**src/rtl/tch_pkg.sv**
```systemverilog
// ----------------------------------------------------------------------------
// tch_pkg
// Shared constants and the arctangent table for the tilt-compensated heading
// pipeline.
// ----------------------------------------------------------------------------
package tch_pkg;

    localparam int GUARD_BITS = 6;
    localparam int HEAD_BITS  = 3;
    localparam int ANGLE_W    = 34;
    localparam int TABLE_LEN  = 24;
    localparam int HEADING_W  = 15;
    localparam int INCL_W     = 14;
    localparam int ROLL_W     = 15;
    localparam int DEG_W      = ANGLE_W + 16 - 32;

    localparam logic signed [ANGLE_W-1:0] QUARTER_A = ANGLE_W'(64'sd1073741824);
    localparam logic signed [ANGLE_W-1:0] HALF_A    = ANGLE_W'(64'sd2147483648);
    localparam logic signed [ANGLE_W-1:0] TURN_A    = ANGLE_W'(64'sd4294967296);
    localparam logic [29:0]               INV_GAIN  = 30'd652032874;
    localparam logic signed [15:0]        DEG_SCALE = 16'sd23040;
    localparam logic signed [DEG_W-1:0]   LIM_HALF  = DEG_W'(11520);
    localparam logic signed [DEG_W-1:0]   LIM_QUART = DEG_W'(5760);

    function automatic logic [31:0] atan_tab(input int i);
        logic [31:0] v;
        case (i)
            0:  v = 32'h20000000;
            1:  v = 32'h12E4051E;
            2:  v = 32'h09FB385B;
            3:  v = 32'h051111D4;
            4:  v = 32'h028B0D43;
            5:  v = 32'h0145D7E1;
            6:  v = 32'h00A2F61E;
            7:  v = 32'h00517C55;
            8:  v = 32'h0028BE53;
            9:  v = 32'h00145F2F;
            10: v = 32'h000A2F98;
            11: v = 32'h000517CC;
            12: v = 32'h00028BE6;
            13: v = 32'h000145F3;
            14: v = 32'h0000A2FA;
            15: v = 32'h0000517D;
            16: v = 32'h000028BE;
            17: v = 32'h0000145F;
            18: v = 32'h00000A30;
            19: v = 32'h00000518;
            20: v = 32'h0000028C;
            21: v = 32'h00000146;
            22: v = 32'h000000A3;
            23: v = 32'h00000051;
            default: v = 32'h0;
        endcase
        return v;
    endfunction

endpackage

```
**src/rtl/tch_cordic.sv**
```systemverilog
// ----------------------------------------------------------------------------
// tch_cordic
// Pipelined CORDIC, one iteration per register stage, vectoring or rotating,
// with a sideband carried alongside the data.
// ----------------------------------------------------------------------------
module tch_cordic #(
    parameter int DW     = 25,
    parameter int STEPS  = 16,
    parameter int SBW    = 1,
    parameter bit ROTATE = 1'b0
) (
    input  logic                               aclk,
    input  logic                               aresetn,
    input  logic                               en,
    input  logic                               in_valid,
    input  logic signed [DW-1:0]               x_i,
    input  logic signed [DW-1:0]               y_i,
    input  logic signed [tch_pkg::ANGLE_W-1:0] z_i,
    input  logic [SBW-1:0]                     sb_i,
    output logic                               out_valid,
    output logic signed [DW-1:0]               x_o,
    output logic signed [DW-1:0]               y_o,
    output logic signed [tch_pkg::ANGLE_W-1:0] z_o,
    output logic [SBW-1:0]                     sb_o
);
    import tch_pkg::*;

    logic signed [DW-1:0]      x_reg  [0:STEPS];
    logic signed [DW-1:0]      y_reg  [0:STEPS];
    logic signed [ANGLE_W-1:0] z_reg  [0:STEPS];
    logic                      zf_reg [0:STEPS];
    logic                      v_reg  [0:STEPS];
    logic [SBW-1:0]            sb_reg [0:STEPS];

    logic signed [DW-1:0]      x_next;
    logic signed [DW-1:0]      y_next;
    logic signed [ANGLE_W-1:0] z_next;
    logic                      zf_next;

    // quadrant fold
    always_comb begin
        x_next  = x_i;
        y_next  = y_i;
        z_next  = z_i;
        zf_next = 1'b0;
        if (ROTATE) begin
            if (z_i > QUARTER_A) begin
                x_next = -y_i;
                y_next = x_i;
                z_next = z_i - QUARTER_A;
            end else if (z_i < -QUARTER_A) begin
                x_next = y_i;
                y_next = -x_i;
                z_next = z_i + QUARTER_A;
            end
        end else begin
            zf_next = (x_i == '0) && (y_i == '0);
            z_next  = '0;
            if (x_i < 0) begin
                if (y_i >= 0) begin
                    x_next = y_i;
                    y_next = -x_i;
                    z_next = QUARTER_A;
                end else begin
                    x_next = -y_i;
                    y_next = x_i;
                    z_next = -QUARTER_A;
                end
            end
        end
    end

    always_ff @(posedge aclk) begin
        if (!aresetn) begin
            v_reg[0] <= 1'b0;
        end else if (en) begin
            v_reg[0] <= in_valid;
        end
    end

    always_ff @(posedge aclk) begin
        if (en) begin
            x_reg[0]  <= x_next;
            y_reg[0]  <= y_next;
            z_reg[0]  <= z_next;
            zf_reg[0] <= zf_next;
            sb_reg[0] <= sb_i;
        end
    end

    for (genvar k = 0; k < STEPS; k++) begin : g_iter
        logic signed [DW-1:0]      dx;
        logic signed [DW-1:0]      dy;
        logic signed [ANGLE_W-1:0] t;
        logic                      d;
        logic signed [DW-1:0]      xs_next;
        logic signed [DW-1:0]      ys_next;
        logic signed [ANGLE_W-1:0] zs_next;

        always_comb begin
            dx = y_reg[k] >>> k;
            dy = x_reg[k] >>> k;
            t  = $signed({{(ANGLE_W-32){1'b0}}, atan_tab(k)});
            d  = ROTATE ? (z_reg[k] >= 0) : (y_reg[k] >= 0);
            if (ROTATE == d) begin
                xs_next = x_reg[k] - dx;
                ys_next = y_reg[k] + dy;
            end else begin
                xs_next = x_reg[k] + dx;
                ys_next = y_reg[k] - dy;
            end
            if (d ^ ROTATE) begin
                zs_next = z_reg[k] + t;
            end else begin
                zs_next = z_reg[k] - t;
            end
        end

        always_ff @(posedge aclk) begin
            if (!aresetn) begin
                v_reg[k+1] <= 1'b0;
            end else if (en) begin
                v_reg[k+1] <= v_reg[k];
            end
        end

        always_ff @(posedge aclk) begin
            if (en) begin
                x_reg[k+1]  <= xs_next;
                y_reg[k+1]  <= ys_next;
                z_reg[k+1]  <= zs_next;
                zf_reg[k+1] <= zf_reg[k];
                sb_reg[k+1] <= sb_reg[k];
            end
        end
    end

    assign out_valid = v_reg[STEPS];
    assign x_o       = x_reg[STEPS];
    assign y_o       = y_reg[STEPS];
    assign z_o       = zf_reg[STEPS] ? '0 : z_reg[STEPS];
    assign sb_o      = sb_reg[STEPS];

endmodule

```
**config.mk**
```make
export PLATFORM = sky130hd
export DESIGN_NAME = tch_cordic
export DESIGN_NICKNAME = d
export VERILOG_FILES = /design/src/rtl/tch_pkg.sv /design/src/rtl/tch_cordic.sv
export SDC_FILE = /design/constraint.sdc
export NUM_CORES = 2
export LEC_CHECK = 0
export BUFFER_PORTS_ARGS = -buffer_cell sky130_fd_sc_hd__buf_4
export CAP_MARGIN = 20
export CORE_MARGIN = 2
export CORE_UTILIZATION = 50
export CTS_BUF_LIST = sky130_fd_sc_hd__clkbuf_16
export CTS_CLUSTER_SIZE = 20
export DETAILED_ROUTE_END_ITERATION = 6
export PLACE_DENSITY = 0.66
export SYNTH_ARGS = -nofsm -noshare
export SYNTH_HDL_FRONTEND = slang
export SYNTH_SLANG_ARGS = --single-unit
```
**constraint.sdc**
```tcl
create_clock -name aclk -period 5.33 [get_ports aclk]
set_input_delay 0.7995 -clock aclk [delete_from_list [all_inputs] [get_ports aclk]]
set_output_delay 0.7995 -clock aclk [all_outputs]
set_load 0.1 [all_outputs]
```
# ---- Word-level counts from Yosys, hierarchy flattened
# Memory sizes are Yosys's and may differ from the RTL's.
# Index checks and enable logic that the tools add are counted.
# Widths: inputs -> output; s select.
dict set report word_totals {
  mem_count 6
  reg_bits 0
  elab_cells 218
  out_inout_bits 86
  mem_bits_rw 1479
  in_bits 89
}
dict set report classes {
  n_bitwise 17
  n_lt_le_gt_ge 18
  n_reduce_logical 3
  n_mux 77
  n_addsub 97
}
# memory depth width read_ports rd_clocked_by_memory_dff wr line
set mem_list {}
lappend mem_list {z_reg 17 34 17 0 17 tch_cordic.sv:30} ;# logic signed [ANGLE_W-1:0] z_reg [0:STEPS];
lappend mem_list {x_reg 17 25 17 0 17 tch_cordic.sv:28} ;# logic signed [DW-1:0] x_reg [0:STEPS];
lappend mem_list {y_reg 17 25 17 0 17 tch_cordic.sv:29} ;# logic signed [DW-1:0] y_reg [0:STEPS];
lappend mem_list {sb_reg 17 1 17 0 17 tch_cordic.sv:33} ;# logic [SBW-1:0] sb_reg [0:STEPS];
lappend mem_list {v_reg 17 1 17 0 17 tch_cordic.sv:32} ;# logic v_reg [0:STEPS];
lappend mem_list {zf_reg 17 1 17 0 17 tch_cordic.sv:31} ;# logic zf_reg [0:STEPS];
# operator n
set ops {}
lappend ops {{$mux 25} 36}
lappend ops {{$mux 34} 19}
lappend ops {{$ge 25x1->1 const B} 17}
lappend ops {{$add 25x10->25} 2}
lappend ops {{$add 25x11->25} 2}
lappend ops {{$add 25x12->25} 2}
lappend ops {{$add 25x13->25} 2}
lappend ops {{$add 25x14->25} 2}
lappend ops {{$add 25x15->25} 2}
lappend ops {{$add 25x16->25} 2}
lappend ops {{$add 25x17->25} 2}
lappend ops {{$add 25x18->25} 2}
lappend ops {{$add 25x19->25} 2}
lappend ops {{$add 25x20->25} 2}
lappend ops {{$add 25x21->25} 2}
lappend ops {{$add 25x22->25} 2}
lappend ops {{$add 25x23->25} 2}
lappend ops {{$add 25x24->25} 2}
lappend ops {{$logic_not 25->1} 2}
lappend ops {{$neg 25->25} 2}
lappend ops {{$sub 25x10->25} 2}
lappend ops {{$sub 25x11->25} 2}
lappend ops {{$sub 25x12->25} 2}
lappend ops {{$sub 25x13->25} 2}
lappend ops {{other kinds (49)} 98}

# ---- Depth between registers and ports, before layout
dict set report depth {
  word_depth 4
  ltp_mapped 19
  ltp_nobuf 19
}

# ---- Worst setup path after synthesis
# OpenSTA, ideal clock, no wires.
dict set report synth_path {
  path_kind {register to register}
  from {mem y_reg[8][24] (netlist: y_reg[0][224])}
  to {mem z_reg[9][27] (netlist: z_reg[0][333]), data pin}
  t_required_ns 5.059
  arrival_ns 4.010
  path_slack_ns 1.049
  period_less_slack_ns 4.281
  path_buffers 1
  stages_incl_launch_ff 14
  setup_ns 0.271
  cell_sequence {edfxtp_1 clkbuf_1 inv_1 ha_1 fa_1 a211oi_1 o211a_1 nor3_1 o311ai_1 a2111oi_0 or3_1 a31oi_4 mux2i_1 o2111ai_1}
}
# element line
set synth_lines {}
lappend synth_lines {{start: declaration} tch_cordic.sv:29}
lappend synth_lines {{end: declaration} tch_cordic.sv:30}

==> run metrics <==
status=complete, no violations; post-synthesis cell type count=98; area grow syn2layout=8.94%; Placer Congestion=0.923; clock tree sinks=1,373; TritonRoute pass-1 iters=6; RSZ-0062 raised after global routing=no; CTS Buf Count=164; Primary FF master, synth=edfxtp_1; share of cells above drive strength 1=4.71%; cell area after layout=123,000 sq um; Max Fclk=0.210 GHz; DRC viols=0; Port Buffers=139; Inst Count DP=14,800; most common cell after layout, fill and taps aside=edfxtp_1; DRT iter0 DRCs=5,499; Seq cells post-synth=1,373; Reg-to-Reg Start=x_reg[0][29]; adder-cell share of the synthesized area=14.6%; DP Area=118,000 sq um; crit path DAT=5.33 ns; die area=231,000 sq um; post-synthesis simple-gate area fraction=14.0%; final hold vios=0; vias in the first global route=86,700; Post-Syn Area=113,000 sq um; max FFs per register=473; R2R cell count=15; htree depth=4; Layout Utilization=54.9%; # Post-CTS Setup Buffers=0; combinational family with the most area after synthesis=compound AO/OA/AOI/OAI gates; worst setup path endpoint=y_reg[0][73]; # hold bufs at CTS=0; routed wire length=278 mm; Post-synth EDFFs=1,372; Final HPWL DP=220 mm; post-CTS sizing=0; CP required=5.90 ns; Worst R2R End=y_reg[0][73]; period utilisation layout=89.2%; crit path from=x_reg[0][29]; die width=480 um; r2r setup slk=0.58 ns; DRT antenna net count=0; sequential area share after synthesis=36.4%; Ys Warns=0; initial antenna violation count=6; Tmin final=4.75 ns; Clock Latency Late Sink=0.84 ns; headroom to the max-slew limit=32.0%; Async SR Flop Fraction=0%; Max Cap Viol=0; final setup TNS=0 ns; Die Ht=480 um; CTS tree=yes; core area=225,000 sq um; # rows=174; Overall Global Routing Usage=23.6%; Compound-Gate Fraction of Synth Area=20.1%; Worst-path clk slew=0.06 ns; type of the worst setup path=register to register; CP max FO=7; Max Slew Vio Count=0; Clock Skews=0.0321 ns; I/O pin count=175; initial core utilization=50.4%; clock root buffer=clkbuf_16; mux cell area share after synthesis=0.382%; GRT Residual Overflow=0; vias=88,900; final setup fails=0; Worst setup SP type=register; Slew @ Worst Pin=1.02 ns; NumNets Final=13,400; first-pass GRT wire length=447 mm; most frequent cells in the layout=1,372 x edfxtp_1, 1,249 x ha_1, 1,015 x xnor2_1, 998 x a21oi_1, 867 x nor2_1; syn avg cell area=9.63 sq um; Gate Count Post-Synth=11,800; WL/cell=18.4 um; worst min-delay path class=primary input to register; Final Non-Filler Cells=15,100; worst-case clock buffer depth=3; largest net degree at the start of global routing=171; Worst setup EP type=register; DR vias/cell=5.89; Synth Area in XOR/XNOR=11.5%
## metrics by stage
step	setup slack [ns]	hold WS, ns
3_3_place_gp	0.528	0.400
5_1_grt	0.178	0.108
3_5_place_dp	0.617	0.405
2_1_floorplan	1.05	0.400
6_report	0.575	0.157
4_1_cts	0.594	0.0672
## layout make-up
class,instances,area [sq um]
diodes,4,10.0
clock buffers,166,4150
clock inverters,133,1330
fillers,19800,102000
inverters,606,2270
multi-input cells,9631,69100
flip-flops and latches,1373,41200
well taps,2992,3740
repair buffers,204,1700
## layer usage
metal	track usage (%)	routed length, um	up-vias
met5	0	0	-
met3	2.30	10900	523
met1	29.6	121000	42200
met2	42.0	137000	2013
li1	-	-	44200
met4	7.96	8960	0
## synthesized netlist by cell type (80+ instances only)
master	number	area (sq um)
nor2b_1	222	1390
nand2b_1	195	1220
xor2_1	468	4100
nand4_1	87	544
a21oi_1	998	4990
xnor2_1	1015	8890
edfxtp_1	1372	41200
a21o_1	506	3800
o31ai_1	174	1310
o211ai_1	81	608
a211oi_1	90	676
clkbuf_1	187	702
nand3_1	241	1210
and3_1	128	801
ha_1	1249	15600
o21ai_0	671	3360
or3_1	141	882
o21a_1	166	1250
inv_1	604	2270
nor4_1	80	500
nor2_1	867	3250
nor3_1	282	1410
a31oi_1	113	707
nand2_1	676	2540
o21bai_1	158	1190
## logic make-up (layout without fill, tap and decap cells)
group           Yosys count  after routing
compound gates         3505           3505
xor+xnor               1484           1484
fa+ha+maj              1296           1296
buf+inv                 872           1109
flops                  1373           1373
mux                      42             42
other cells               1            110
simple gates           3198           3198
## worst min-delay path by stage
stage / from / endpoint / slack, ns / cells after the start
after floorplan: sb_reg[0][9] / sb_reg[0][10] / 0.40 / 0
final: sb_i / sb_reg[0][0] / 0.16 / 1
after global placement: sb_reg[0][13] / sb_reg[0][14] / 0.40 / 0
after detailed placement: z_reg[0][375] / z_reg[0][409] / 0.40 / 0
after global routing: sb_i / sb_reg[0][0] / 0.11 / 1
after CTS: sb_i / sb_reg[0][0] / 0.07 / 1
## worst max-delay path: stages, from the launching register on
cell and delay (ns):
edfxtp_1 0.47, or3_1 0.40, or3b_2 0.51, or3_1 0.41, nand2_1 0.12, xor2_1 0.15, ha_1 0.32, a2111oi_0 0.37
o21ai_0 0.16, o21ai_0 0.18, o221ai_1 0.26, a41o_1 0.31, o41ai_1 0.44, o21bai_1 0.13, a21oi_1 0.20, xnor2_1 0.09
Power is left out: the tool's default activity adds up to more than one toggle a clock period on the data nets, which glitch-free logic cannot reach.
